--- config.mk ---
export PLATFORM = sky130hd
export DESIGN_NAME = variable_bit_packer_unit
export DESIGN_NICKNAME = d
export VERILOG_FILES = /design/src/vbp_pkg.sv /design/src/vbp_in_stage.sv /design/src/vbp_pack_core.sv /design/src/vbp_out_stage.sv /design/src/variable_bit_packer_unit.sv
export SDC_FILE = /design/constraint.sdc
export NUM_CORES = 1
export LEC_CHECK = 0
export BUFFER_PORTS_ARGS = -buffer_cell sky130_fd_sc_hd__buf_2
export CORE_MARGIN = 2
export CORE_UTILIZATION = 47
export CTS_BUF_LIST = sky130_fd_sc_hd__clkbuf_4 sky130_fd_sc_hd__clkbuf_8 sky130_fd_sc_hd__clkbuf_16
export DETAILED_ROUTE_END_ITERATION = 10
export PLACE_DENSITY_LB_ADDON = 0.25
export SYNTH_ARGS = -nofsm -noshare
export SYNTH_HDL_FRONTEND = slang
export SYNTH_SLANG_ARGS = --single-unit
--- constraint.sdc ---
create_clock -name i_clk -period 6.1 [get_ports i_clk]
set_clock_uncertainty 0.1 [all_clocks]
set_input_delay 1.83 -clock i_clk [delete_from_list [all_inputs] [get_ports i_clk]]
set_output_delay 1.83 -clock i_clk [all_outputs]
set_load 0.005 [all_outputs]
--- src/vbp_pkg.sv ---
// ----------------------------------------------------------------------------
// vbp_pkg
// Shared types and constants of the variable bit packer.
// ----------------------------------------------------------------------------
package vbp_pkg;

    // Item kinds carried on the input tuser bit
    localparam logic FUNC_WRITE = 1'b0;
    localparam logic FUNC_FLUSH = 1'b1;

    localparam int VALUE_W    = 32;
    localparam int BIT_COUNT_W = 6;
    localparam int BYTE_W     = 8;

    // Input tdata: field_value, bit_count, msb_first, padded to whole bytes
    localparam int IN_FIELDS_W = VALUE_W + BIT_COUNT_W + 1;
    localparam int IN_TDATA_W  = ((IN_FIELDS_W + 7) / 8) * 8;

    localparam int MAX_FIELD_BITS_DEF = 32;

    typedef struct packed {
        logic                   func;
        logic [VALUE_W-1:0]     field_value;
        logic [BIT_COUNT_W-1:0] bit_count;
        logic                   msb_first;
    } t_in_item;

endpackage

--- src/vbp_in_stage.sv ---
// ----------------------------------------------------------------------------
// vbp_in_stage
// Input register: holds one accepted item until the packing core takes it.
// ----------------------------------------------------------------------------
module vbp_in_stage
    import vbp_pkg::*;
(
    input  logic     i_clk,
    input  logic     i_rst_n,
    input  logic     i_valid,
    output logic     o_ready,
    input  t_in_item i_item,
    input  logic     i_take,
    output logic     o_valid,
    output t_in_item o_item
);

    logic     r_valid;
    t_in_item r_item;

    assign o_ready = !r_valid || i_take;
    assign o_valid = r_valid;
    assign o_item  = r_item;

    always_ff @(posedge i_clk) begin
        if (!i_rst_n) begin
            r_valid <= 1'b0;
        end else if (i_valid && o_ready) begin
            r_valid <= 1'b1;
        end else if (i_take) begin
            r_valid <= 1'b0;
        end
    end

    always_ff @(posedge i_clk) begin
        if (i_valid && o_ready) begin
            r_item <= i_item;
        end
    end

endmodule

--- src/vbp_pack_core.sv ---
// ----------------------------------------------------------------------------
// vbp_pack_core
// Pending byte state and the single-pass packing logic for one item.
// ----------------------------------------------------------------------------
module vbp_pack_core
    import vbp_pkg::*;
#(
    parameter int MAX_FIELD_BITS = MAX_FIELD_BITS_DEF,
    parameter int BUF_W          = 8 * ((MAX_FIELD_BITS + 7) / 8 + 1),
    parameter int NB_W           = $clog2((MAX_FIELD_BITS + 7) / 8 + 1)
)
(
    input  logic             i_clk,
    input  logic             i_rst_n,
    input  t_in_item         i_item,
    input  logic             i_load,
    output logic [BUF_W-1:0] o_bytes,
    output logic [NB_W-1:0]  o_nbytes
);

    localparam int W     = MAX_FIELD_BITS;
    localparam int CS_W  = $clog2(W + 1);
    localparam int TOT_W = $clog2(W + 8);

    logic [BYTE_W-1:0] r_pending, n_pending;
    logic [2:0]        r_fill, n_fill;

    logic [CS_W-1:0]   count_sat;
    logic [W-1:0]      v_ext, v_rev, mask, stream;
    logic [BUF_W-1:0]  combined;
    logic [TOT_W-1:0]  total;

    always_comb begin
        if (32'(i_item.bit_count) > W) begin
            count_sat = CS_W'(W);
        end else begin
            count_sat = CS_W'(i_item.bit_count);
        end
        v_ext = W'(i_item.field_value);
        for (int j = 0; j < W; j++) begin
            v_rev[j] = v_ext[W-1-j];
        end
        mask = {W{1'b1}} >> (CS_W'(W) - count_sat);
        if (i_item.msb_first) begin
            stream = v_rev >> (CS_W'(W) - count_sat);
        end else begin
            stream = v_ext & mask;
        end
        combined = BUF_W'(r_pending) | (BUF_W'(stream) << r_fill);
        total    = TOT_W'(r_fill) + TOT_W'(count_sat);

        if (i_item.func == FUNC_FLUSH) begin
            o_bytes   = BUF_W'(r_pending);
            o_nbytes  = NB_W'(r_fill != 3'd0);
            n_pending = '0;
            n_fill    = '0;
        end else begin
            o_bytes   = combined;
            o_nbytes  = NB_W'(total >> 3);
            n_fill    = total[2:0];
            n_pending = BYTE_W'(combined >> {total[TOT_W-1:3], 3'b000});
        end
    end

    always_ff @(posedge i_clk) begin
        if (!i_rst_n) begin
            r_pending <= '0;
            r_fill    <= '0;
        end else if (i_load) begin
            r_pending <= n_pending;
            r_fill    <= n_fill;
        end
    end

    // Bits at and above the fill point stay clear
    a_pending_clean: assert property (@(posedge i_clk) disable iff (!i_rst_n)
        (r_pending >> r_fill) == '0)
        else $error("pending byte holds bits above fill point");

    // A flush never yields more than one byte and always restarts the byte
    a_flush_one: assert property (@(posedge i_clk) disable iff (!i_rst_n)
        (i_load && i_item.func == FUNC_FLUSH) |=> (r_fill == 3'd0 && $past(o_nbytes) <= 1))
        else $error("flush misbehaved");

    // A zero-length write leaves the state untouched
    a_zero_write: assert property (@(posedge i_clk) disable iff (!i_rst_n)
        (i_load && i_item.func == FUNC_WRITE && i_item.bit_count == '0)
        |=> ($stable(r_fill) && $stable(r_pending)))
        else $error("zero-length write changed state");

endmodule

--- src/vbp_out_stage.sv ---
// ----------------------------------------------------------------------------
// vbp_out_stage
// Result register: holds the bytes of one item and sends them one per cycle while i_ready is high.
// ----------------------------------------------------------------------------
module vbp_out_stage
    import vbp_pkg::*;
#(
    parameter int BUF_W = 40,
    parameter int NB_W  = 3
)
(
    input  logic              i_clk,
    input  logic              i_rst_n,
    input  logic              i_load,
    input  logic [BUF_W-1:0]  i_bytes,
    input  logic [NB_W-1:0]   i_nbytes,
    output logic              o_can_load,
    output logic              o_valid,
    input  logic              i_ready,
    output logic [BYTE_W-1:0] o_byte,
    output logic              o_last
);

    logic [BUF_W-1:0] r_buf;
    logic [NB_W-1:0]  r_cnt;

    assign o_valid    = r_cnt != '0;
    assign o_last     = r_cnt == NB_W'(1);
    assign o_byte     = r_buf[BYTE_W-1:0];
    assign o_can_load = (r_cnt == '0) || (o_last && i_ready);

    always_ff @(posedge i_clk) begin
        if (!i_rst_n) begin
            r_cnt <= '0;
        end else if (i_load) begin
            r_cnt <= i_nbytes;
        end else if (o_valid && i_ready) begin
            r_cnt <= r_cnt - NB_W'(1);
        end
    end

    always_ff @(posedge i_clk) begin
        if (i_load) begin
            r_buf <= i_bytes;
        end else if (o_valid && i_ready) begin
            r_buf <= r_buf >> BYTE_W;
        end
    end

endmodule

--- src/variable_bit_packer_unit.sv ---
// ----------------------------------------------------------------------------
// variable_bit_packer_unit
// Packs variable-length bit fields (LSB or MSB order) into a byte stream.
// ----------------------------------------------------------------------------
//  channel  | dir | tdata (low bit up)                         | tuser / tlast
//  s_axis   | in  | field_value[31:0] bit_count[37:32]         | tuser = func
//           |     | msb_first[38] zero[39]                     |
//  m_axis   | out | out_byte[7:0]                              | tlast = last_of_run
//
//  An item is packed in one pass between the input register and the result
//  register; the result register then sends one byte per cycle while m_axis
//  is ready. A write of n bits with f bits pending yields (f+n)/8 bytes, so a
//  full 32-bit write yields 4 bytes for the single-byte output port.
//  The next item is taken while the last byte of the previous one goes out.
//  Reset (synchronous, active low) clears the pending byte, the fill count
//  and both valid flags. A stalled m_axis holds the byte and backs up s_axis.
// ----------------------------------------------------------------------------
module variable_bit_packer_unit
    import vbp_pkg::*;
#(
    parameter int MAX_FIELD_BITS = MAX_FIELD_BITS_DEF
)
(
    input  logic                  i_clk,
    input  logic                  i_rst_n,
    input  logic                  s_axis_tvalid,
    output logic                  s_axis_tready,
    input  logic [IN_TDATA_W-1:0] s_axis_tdata,   // field_value, bit_count, msb_first, pad
    input  logic                  s_axis_tuser,   // func
    output logic                  m_axis_tvalid,
    input  logic                  m_axis_tready,
    output logic [BYTE_W-1:0]     m_axis_tdata,   // out_byte
    output logic                  m_axis_tlast
);

    localparam int BUF_W = 8 * ((MAX_FIELD_BITS + 7) / 8 + 1);
    localparam int NB_W  = $clog2((MAX_FIELD_BITS + 7) / 8 + 1);

    t_in_item         in_item, held_item;
    logic             held_valid;
    logic             can_load;
    logic             load;
    logic [BUF_W-1:0] pack_bytes;
    logic [NB_W-1:0]  pack_nbytes;

    // Unpack the slave word into item fields
    always_comb begin
        in_item.func        = s_axis_tuser;
        in_item.field_value = s_axis_tdata[VALUE_W-1:0];
        in_item.bit_count   = s_axis_tdata[VALUE_W +: BIT_COUNT_W];
        in_item.msb_first   = s_axis_tdata[VALUE_W + BIT_COUNT_W];
    end

    // Advance the held item into the result register once it can take it
    assign load = held_valid && can_load;

    vbp_in_stage u_in (
        .i_clk   (i_clk),
        .i_rst_n (i_rst_n),
        .i_valid (s_axis_tvalid),
        .o_ready (s_axis_tready),
        .i_item  (in_item),
        .i_take  (load),
        .o_valid (held_valid),
        .o_item  (held_item)
    );

    vbp_pack_core #(
        .MAX_FIELD_BITS (MAX_FIELD_BITS),
        .BUF_W          (BUF_W),
        .NB_W           (NB_W)
    ) u_core (
        .i_clk    (i_clk),
        .i_rst_n  (i_rst_n),
        .i_item   (held_item),
        .i_load   (load),
        .o_bytes  (pack_bytes),
        .o_nbytes (pack_nbytes)
    );

    vbp_out_stage #(
        .BUF_W (BUF_W),
        .NB_W  (NB_W)
    ) u_out (
        .i_clk      (i_clk),
        .i_rst_n    (i_rst_n),
        .i_load     (load),
        .i_bytes    (pack_bytes),
        .i_nbytes   (pack_nbytes),
        .o_can_load (can_load),
        .o_valid    (m_axis_tvalid),
        .i_ready    (m_axis_tready),
        .o_byte     (m_axis_tdata),
        .o_last     (m_axis_tlast)
    );

    // A held item that cannot advance must back-pressure the input
    a_hold_backs_up: assert property (@(posedge i_clk) disable iff (!i_rst_n)
        (held_valid && !load) |-> !s_axis_tready)
        else $error("input accepted while held item is blocked");

    // The byte stream only runs dry after the last word of a run was taken
    a_drain_on_last: assert property (@(posedge i_clk) disable iff (!i_rst_n)
        $fell(m_axis_tvalid) |-> $past(m_axis_tlast && m_axis_tready))
        else $error("output went idle mid-run");

endmodule

==> impl_metrics.toml, run 1 <==
[clocking]
cts_buffers = 9
htreeDepth = 3
clk_pin_slew_ns = 0.08
postCtsHoldBufs = 0
clockBufferDepth = 2
ctsRootBufferMaster = "clkbuf_16"
clock_latency_ns = 0.37
clock_sinks = 94
post_cts_resized = 0
post-cts-setup-buffers = 0
cts_tree = "done"

[global_routing]
antenna_found_initial = 0
grt_overflow_total = 0
grt_max_degree = 54
grtUsageMet1_pct = 38.9
track_usage_pct = 28.0
grt.met3_usage_pct = 4.73
grt_most_used_layer = "met2"
globalRouteMet2Util_pct = 42.3
grt_pass1_vias = 7177
grt_pass1_wl_um = 42100

[worst_setup_path]
path_delay_family = "compound AO/OA/AOI/OAI gates"
cp-start-kind = "flop"
crit_chain = "buf_4, inv_1, nand2_1, ha_2, buf_4, mux2i_1, inv_1, mux4_2, mux2_2, o221ai_1, o2bb2ai_1, a31oi_1, nand3_1, a221oi_1, a211oi_1"
crit_buf_inv = 4
critPathSlowestCell = "ha_2"
crit_arrival_ns = 5.18
slowest_delay_ns = 0.75
path_class = "flop to flop"
crit_path_end_kind = "flop"
path_max_fanout = 24
cp.required_ns = 6.25

[sta]
rsz0062_at_grt = "no"
slew_violations = 0
max_freq_mhz = 199
setup_tns_ns = 0
max_slew_margin_pct = 37.0
setup_viol = 0
finalCriticalPeriod_ns = 5.03
timing.final.crit_share_pct = 82.4
worstMarginPinSlew_ns = 0.941
timing.final.ws_setup_ns = 1.07
hold_viol = 0

[yosys]
ys_ff_latch = 94
yosysWarnings = 0
synth_seq_area_share_pct = 31.4
synth_cells = 889
synth_edf_count = 79
syn_nets = 943
synth_area_mm2 = 0.00852
yosysUniqueCellTypes = 93
synth_flop_cell = "edfxtp_1"
syn_avg_cell_area_um2 = 9.58
async_flop_share_pct = 0

[placed_design]
gp_congestion = 1.08
dp_hpwl_um = 19800
dpl-instance-area_mm2 = 0.00886
post-place-ws_ns = 1.20
dp_cells = 1114
portBuffers = 54

[floorplanning]
ios = 56
rows = 49
die-area_mm2 = 0.0192
die_h_um = 139
initial_core_util_pct = 47.6
core_mm2 = 0.0179
dieWidth_um = 139

[pwr]
p_int_uw = 2030
pwr-share-seq_pct = 29.3
vdd_drop_max_mv = 0.251
p_leak_uw = 0.00337
power.share.clock_pct = 16.2
pwr-share-comb_pct = 54.5
p_switching_uw = 1600
p_per_area_mw_per_mm2 = 396
netSwitchingFraction_pct = 44.1

[route]
vias_per_cell = 6.80
wl_per_cell_um = 23.9
drt_wl_total_um = 27100
drc = 0
vias = 7688
first_pass_iters = 7
ant_nets = 0
drt_iter0_drc = 998

[worst_hold_path]
hp-class = "flop to flop"

[finish]
instances_no_fill = 1131
final_cell_mix = "81 x nand2_1, 79 x edfxtp_1, 72 x nor2_1"
area_growth_pct = 7.53
final_area_mm2 = 0.00916
nets = 950
final_common_cell = "nand2_1"
drive_gt1_share_pct = 21.0
n_fill_cell = 1681

[run]
cap_violations = 0

[outcome]
status = "finished clean"
## worst register-to-register path: cells and delay by family (launching register included)
kind,cells,cell delay [ns]
AOI/OAI and AO/OA,5,1.48
adders and majority gates,1,0.75
buffers and inverters,4,0.71
DFF,1,0.36
muxes,3,1.20
and+or+nand+nor,2,0.29
## per-layer routing
layer / share of wire, % / wire, µm
met1: 42 / 11300
met5: 0 / 0
met3: 8.6 / 2330
met4: 4.8 / 1300
met2: 45 / 12100
## power groups by stage
stage | logic [µW] | registers, µW | clock network [µW]
after floorplan | 1450 | 1040 | 0
after global placement | 1910 | 1070 | 0
after detailed placement | 1920 | 1080 | 0
after CTS | 1930 | 1060 | 595
after global routing | 2120 | 1080 | 619
final | 1980 | 1060 | 587
## layout make-up
cell class	count	area (µm²)	area share [%]
clock inverter	7	77.6	0.847
clock buffer	9	225	2.46
multi-input combinational	684	5310	57.9
sequential	94	2680	29.2
antenna	1	2.50	0.0273
timing repair buffer	82	493	5.38
inverter	25	93.8	1.02
tap	229	287	3.13
## final timing paths
check        cells past startpoint                       from                               end  slack [ns]
min                              2  u_out.r_buf[10]$_DFFE_PP_          u_out.r_buf[2]$_DFFE_PP_        0.41
max reg2reg                     15   u_in.o_item[6]$_DFFE_PP_  u_core.r_pending[6]$_SDFFE_PN0P_        1.07
max                             15   u_in.o_item[6]$_DFFE_PP_  u_core.r_pending[6]$_SDFFE_PN0P_        1.07
min reg2reg                      2  u_out.r_buf[10]$_DFFE_PP_          u_out.r_buf[2]$_DFFE_PP_        0.41
## state kept, by name, indices dropped and copies added (netlist names)
signal	flops
u_in.o_valid	1
u_out.r_buf	39
u_in.o_item	40
u_out.r_cnt	3
u_core.r_pending	8
u_core.r_fill	3
## synthesized netlist by cell type (5+ instances only)
master | instances | area (µm²)
mux2_2 | 22 | 248
buf_2 | 15 | 75.1
nand3_1 | 22 | 110
and2_1 | 5 | 31.3
a32oi_1 | 5 | 43.8
a21oi_1 | 41 | 205
o31ai_1 | 5 | 37.5
and3_1 | 5 | 31.3
ha_1 | 8 | 100
a211o_1 | 9 | 78.8
buf_6 | 5 | 56.3
a211oi_1 | 11 | 82.6
a31oi_1 | 14 | 87.6
mux2i_1 | 63 | 631
edfxtp_1 | 79 | 2370
o22a_1 | 7 | 61.3
nor4_1 | 5 | 31.3
o211a_1 | 7 | 70.1
nor2_1 | 72 | 270
o211ai_1 | 16 | 120
mux4_2 | 38 | 856
clkbuf_1 | 45 | 169
a221oi_1 | 7 | 61.3
o21ai_0 | 50 | 250
o22ai_1 | 13 | 81.3
buf_4 | 15 | 113
nand2_1 | 81 | 304
nor2b_1 | 10 | 62.6
inv_1 | 22 | 82.6
a22o_1 | 18 | 158
nand2b_1 | 7 | 43.8
nor3_1 | 24 | 120
dfxtp_1 | 15 | 300
o221ai_1 | 6 | 52.6
## cell families (layout without fill, tap and decap cells)
| group | count (synthesis) | after routing | synth area share, % |
|---|---|---|---|
| simple gates | 267 | 267 | 15.5 |
| buf+inv | 111 | 123 | 6.61 |
| fa+ha+maj | 9 | 9 | 1.41 |
| mux | 127 | 127 | 20.9 |
| other cells | 0 | 1 | 0 |
| xor+xnor | 7 | 7 | 0.940 |
| compound gates | 274 | 274 | 23.3 |
| flops | 94 | 94 | 31.4 |
## per-stage QoR
stage / util (%) / hold slack [ns] / power, µW
6_report: 51.2 / 0.413 / 3630
5_1_grt: 51.2 / 0.443 / 3820
4_1_cts: 51.2 / 0.418 / 3590
3_5_place_dp: 49.5 / 0.398 / 3000
3_3_place_gp: 49.5 / 0.395 / 2980
2_1_floorplan: - / 0.381 / 2490
No activity file was read; power rests on OpenSTA's default activity.
==> run 2: changes to the inputs <==
==> constraint.sdc (replaced) <==
create_clock -name i_clk -period 4.7 [get_ports i_clk]
set_clock_uncertainty 0.1 [all_clocks]
set_input_delay 1.41 -clock i_clk [delete_from_list [all_inputs] [get_ports i_clk]]
set_output_delay 1.41 -clock i_clk [all_outputs]
set_load 0.005 [all_outputs]
==> run 2 against run 1 <==
Against the previous run:
- die area stayed put
- largest power group unchanged
- critical path depth down 3
- fmax up 15%
- flip-flop and latch count did not move
- critical path type unchanged
- clock power grew 29%
- global-route usage up 0.63 points
==> impl_metrics.toml, run 2 (same netlist as run 1, synthesis figures left out) <==
[worst_setup_path]
cp.required_ns = 4.71
cp-start-kind = "flop"
slowest_delay_ns = 0.54
path_delay_family = "compound AO/OA/AOI/OAI gates"
crit_chain = "nand2b_4, ha_1, and3_1, nor2_1, buf_4, o311ai_0, nor4bb_1, a31oi_1, a2bb2oi_1, o22ai_1, a21oi_1, o21ai_0"
path_max_fanout = 9
path_class = "flop to flop"
crit_arrival_ns = 4.38
critPathSlowestCell = "and3_1"
crit_path_end_kind = "flop"
crit_buf_inv = 1

[finish]
seq_area_mm2 = 0.00268
nets = 970
antennaDiodeCount = 0
final_common_cell = "nand2_1"
largest_reg_flops = 40
n_fill_cell = 1672
area_growth_pct = 9.31
final_cell_mix = "81 x nand2_1, 79 x edfxtp_1, 72 x nor2_1"
drive_gt1_share_pct = 22.7
multi_input_area_mm2 = 0.00531
final_area_mm2 = 0.00931

[route]
drt_wl_total_um = 27400
drc = 0
vias_per_cell = 6.65
wl_per_cell_um = 23.8
drt_iter0_drc = 903
first_pass_iters = 5
vias = 7645
ant_nets = 0

[clocking]
postCtsHoldBufs = 0
cts_tree = "done"
post-cts-setup-buffers = 0
clk_pin_slew_ns = 0.08
htreeDepth = 3
clock_sinks = 94
post_cts_resized = 0
cts_buffers = 9
clockBufferDepth = 2
clock_latency_ns = 0.37
ctsRootBufferMaster = "clkbuf_16"

[floorplanning]
die-area_mm2 = 0.0192
initial_core_util_pct = 47.6
ios = 56
core_mm2 = 0.0179
dieWidth_um = 139
die_h_um = 139
rows = 49

[pwr]
pwr-share-comb_pct = 55.2
power.share.clock_pct = 15.9
vdd_drop_max_mv = 0.351
p_int_uw = 2700
netSwitchingFraction_pct = 43.6
pwr-share-seq_pct = 28.9
p_per_area_mw_per_mm2 = 513
p_switching_uw = 2080
p_leak_uw = 0.00347

[sta]
worstMarginPinSlew_ns = 0.873
setup_viol = 0
hold_slack_ns = 0.422
max_slew_margin_pct = 41.8
timing.final.crit_share_pct = 93.1
hold_viol = 0
finalCriticalPeriod_ns = 4.37
max_freq_mhz = 229
setup_tns_ns = 0
slew_violations = 0
rsz0062_at_grt = "no"

[placed_design]
dp_hpwl_um = 20400
portBuffers = 54
gp_congestion = 1.01
dpl-instance-area_mm2 = 0.00900

[global_routing]
grt_overflow_total = 0
grt_pass1_vias = 7222
grt_max_degree = 54
antenna_found_initial = 0
grt_pass1_wl_um = 42500
track_usage_pct = 28.6

[worst_hold_path]
hp-class = "flop to flop"

[outcome]
status = "finished clean"

[run]
cap_violations = 0
## run 2: final cells by class
type	instances	share of cell area, %
clock inverters	7	0.833
flip-flops and latches	94	28.7
clock buffers	9	2.42
multi-input cells	684	57.0
inverters	25	1.01
repair buffers	102	6.91
well taps	229	3.08
## run 2: power groups by stage
stage / Combinational [µW] / Clock, µW / Sequential, µW
global placement: 2560 / 0 / 1390
floorplan: 1880 / 0 / 1350
finish: 2640 / 760 / 1380
global route: 2840 / 809 / 1410
detailed placement: 2570 / 0 / 1400
CTS: 2580 / 779 / 1380
## run 2: path summary, 6_finish.rpt
kind,start,end,slack [ns],cells past startpoint
setup / recovery,u_in.o_item[1]$_DFFE_PP_,u_out.r_buf[4]$_DFFE_PP_,0.33,12
hold / removal,u_out.r_cnt[1]$_SDFFE_PN0P_,u_out.r_cnt[1]$_SDFFE_PN0P_,0.42,2
setup reg to reg,u_in.o_item[1]$_DFFE_PP_,u_out.r_buf[4]$_DFFE_PP_,0.33,12
hold reg to reg,u_out.r_cnt[1]$_SDFFE_PN0P_,u_out.r_cnt[1]$_SDFFE_PN0P_,0.42,2
## run 2: worst register-to-register path, stage by stage, from the launching register on
cell	delay, ns
edfxtp_1	0.51
nand2b_4	0.21
ha_1	0.49
and3_1	0.55
nor2_1	0.27
buf_4	0.23
o311ai_0	0.46
nor4bb_1	0.27
a31oi_1	0.10
a2bb2oi_1	0.38
o22ai_1	0.17
a21oi_1	0.27
o21ai_0	0.11
## run 2: layer usage
layer,part of all wire [%],track usage (%)
met1,43,40.1
met2,45,43.6
met3,8.7,4.94
met4,4.0,13.1
met5,0,0
## run 2: metrics by stage
step	std cells	util, %	setup slack [ns]	power (µW)
after global placement	1134	50.3	0.231	3950
final	1150	52.0	0.326	4780
after global routing	1150	52.0	0.0358	5050
after CTS	1150	52.0	0.230	4740
after detailed placement	1134	50.3	0.243	3970
after floorplan	889	-	0.431	3230
==> run 3: changes to the inputs <==
--- a/config.mk
+++ b/config.mk
@@ -11,6 +11,7 @@
 export CTS_BUF_LIST = sky130_fd_sc_hd__clkbuf_4 sky130_fd_sc_hd__clkbuf_8 sky130_fd_sc_hd__clkbuf_16
 export DETAILED_ROUTE_END_ITERATION = 10
 export PLACE_DENSITY_LB_ADDON = 0.25
+export REMOVE_ABC_BUFFERS = 1
 export SYNTH_ARGS = -nofsm -noshare
 export SYNTH_HDL_FRONTEND = slang
 export SYNTH_SLANG_ARGS = --single-unit
==> run 3 against run 2 <==
Against the previous run:
- total power down 0.81%
- via count up 1.2%
- sequential share of layout area up 0.20 points
- non-clock buffer count down 8
- first-iteration DRC count down 6.6%
- fmax down 2.4%
- critical endpoint is now u_core.r_pending[2]$_SDFFE_PN0P_
==> impl_metrics.toml, run 3 (same netlist as run 1, synthesis figures left out) <==
[clocking]
cts_buffers = 9
clk_pin_slew_ns = 0.07
htreeDepth = 3
clock_latency_ns = 0.37
ctsRootBufferMaster = "clkbuf_16"
cts_tree = "done"
clock_sinks = 94
clockBufferDepth = 2
post-cts-setup-buffers = 0

[floorplanning]
die_h_um = 139
initial_core_util_pct = 47.6
die-area_mm2 = 0.0192
rows = 49
ios = 56
dieWidth_um = 139
core_mm2 = 0.0179

[finish]
seq_area_mm2 = 0.00268
largest_reg_flops = 40
final_common_cell = "nand2_1"
n_fill_cell = 1686
area_growth_pct = 8.56
antennaDiodeCount = 0
drive_gt1_share_pct = 22.0
final_area_mm2 = 0.00925
nets = 962
final_cell_mix = "81 x nand2_1, 79 x edfxtp_1, 72 x nor2_1"
multi_input_area_mm2 = 0.00531
fin_util_pct = 51.7

[route]
drt_wl_total_um = 27500
vias = 7735
vias_per_cell = 6.77
first_pass_iters = 8
drc = 0
wl_per_cell_um = 24.1
ant_nets = 0
drt_iter0_drc = 843

[worst_setup_path]
path_depth = 13
crit_arrival_ns = 4.66
critPathSlowestCell = "a211oi_1"
r2r-end = "u_core.r_pending[2]$_SDFFE_PN0P_"
endpoint = "u_core.r_pending[2]$_SDFFE_PN0P_"
slowest_delay_ns = 0.56
crit_buf_inv = 2
cp-startpoint = "u_in.o_item[6]$_DFFE_PP_"
crit_path_end_kind = "flop"
crit_chain = "inv_1, nand2_1, ha_4, buf_4, mux2i_1, mux4_2, a211oi_1, nor2_1, o32ai_1, nor2_1, a211oi_1, o211ai_1, o31ai_1"
path_max_fanout = 22
path_class = "flop to flop"
r2r_slack_ns = 0.22
cp-start-kind = "flop"
path_delay_family = "compound AO/OA/AOI/OAI gates"
reg2reg_depth = 13
r2r_start = "u_in.o_item[6]$_DFFE_PP_"
cp.required_ns = 4.88

[sta]
slew_violations = 0
timing.final.crit_share_pct = 95.3
max_freq_mhz = 223
hold_viol = 0
rsz0062_at_grt = "no"
max_slew_margin_pct = 41.3
setup_viol = 0
setup_tns_ns = 0
worstMarginPinSlew_ns = 0.873
finalCriticalPeriod_ns = 4.48

[pwr]
p_switching_uw = 2060
pwr-share-comb_pct = 54.9
p_leak_uw = 0.00343
pwr-share-seq_pct = 29.3
netSwitchingFraction_pct = 43.6
p_total_uw = 4740
p_int_uw = 2670
p_per_area_mw_per_mm2 = 512
vdd_drop_max_mv = 0.306
power.share.clock_pct = 15.9

[worst_hold_path]
worstHoldPathCells = 2
hp-class = "flop to flop"

[placed_design]
dp_hpwl_um = 20800
dpl-instance-area_mm2 = 0.00894
gp_congestion = 1.06
portBuffers = 54

[outcome]
status = "finished clean"

[global_routing]
grt_overflow_total = 0
grt_pass1_wl_um = 42400
antenna_found_initial = 0
grt_pass1_vias = 7209
grt_max_degree = 54
track_usage_pct = 28.3

[run]
cap_violations = 0
## run 3: layout make-up
class	instances	area share [%]
inverters	25	1.01
clock inverters	7	0.798
well taps	229	3.10
flip-flops and latches	94	28.9
clock buffers	9	2.44
multi-input cells	684	57.4
repair buffers	94	6.30
## run 3: power groups by stage
stage | registers (µW) | clock network [µW] | logic [µW]
CTS | 1390 | 763 | 2540
finish | 1390 | 752 | 2600
detailed placement | 1400 | 0 | 2530
floorplan | 1390 | 0 | 1700
global placement | 1390 | 0 | 2520
global route | 1410 | 796 | 2790
## run 3: routing by layer
metal	track usage, %	up-vias	routed length, µm
li1	-	3515	-
met1	37.7	3710	11300
met2	45.5	429	12800
met3	4.97	81	2030
met4	13.0	0	1360
met5	0	-	0
## run 3: worst min path at each step
stage	from	endpoint	slack, ns
floorplan	u_core.r_pending[2]$_SDFFE_PN0P_	u_core.r_pending[2]$_SDFFE_PN0P_	0.38
global placement	u_core.r_pending[7]$_SDFFE_PN0P_	u_core.r_pending[7]$_SDFFE_PN0P_	0.40
detailed placement	u_core.r_pending[7]$_SDFFE_PN0P_	u_core.r_pending[7]$_SDFFE_PN0P_	0.40
CTS	u_core.r_pending[7]$_SDFFE_PN0P_	u_core.r_pending[7]$_SDFFE_PN0P_	0.42
global route	u_out.r_buf[10]$_DFFE_PP_	u_out.r_buf[2]$_DFFE_PP_	0.45
finish	u_core.r_pending[7]$_SDFFE_PN0P_	u_core.r_pending[7]$_SDFFE_PN0P_	0.42
## run 3: timing repair
item | CTS | global route
resized for setup | 0 | 1
hold buffers | 0 | 0
setup endpoints to repair | 0 | 10
## run 3: tightest hold or removal path: stages, from the launching register on
cell and delay, ns:
dfxtp_1 0.34, a2111oi_2 0.05, nor3_2 0.09
## run 3: per-stage QoR
step           std cells  setup WS (ns)  hold WS [ns]
3_5_place_dp        1126          0.118         0.404
6_report            1142          0.220         0.418
3_3_place_gp        1126          0.218         0.397
2_1_floorplan        803         -0.705         0.381
5_1_grt             1142        0.00128         0.454
4_1_cts             1142         0.0863         0.421
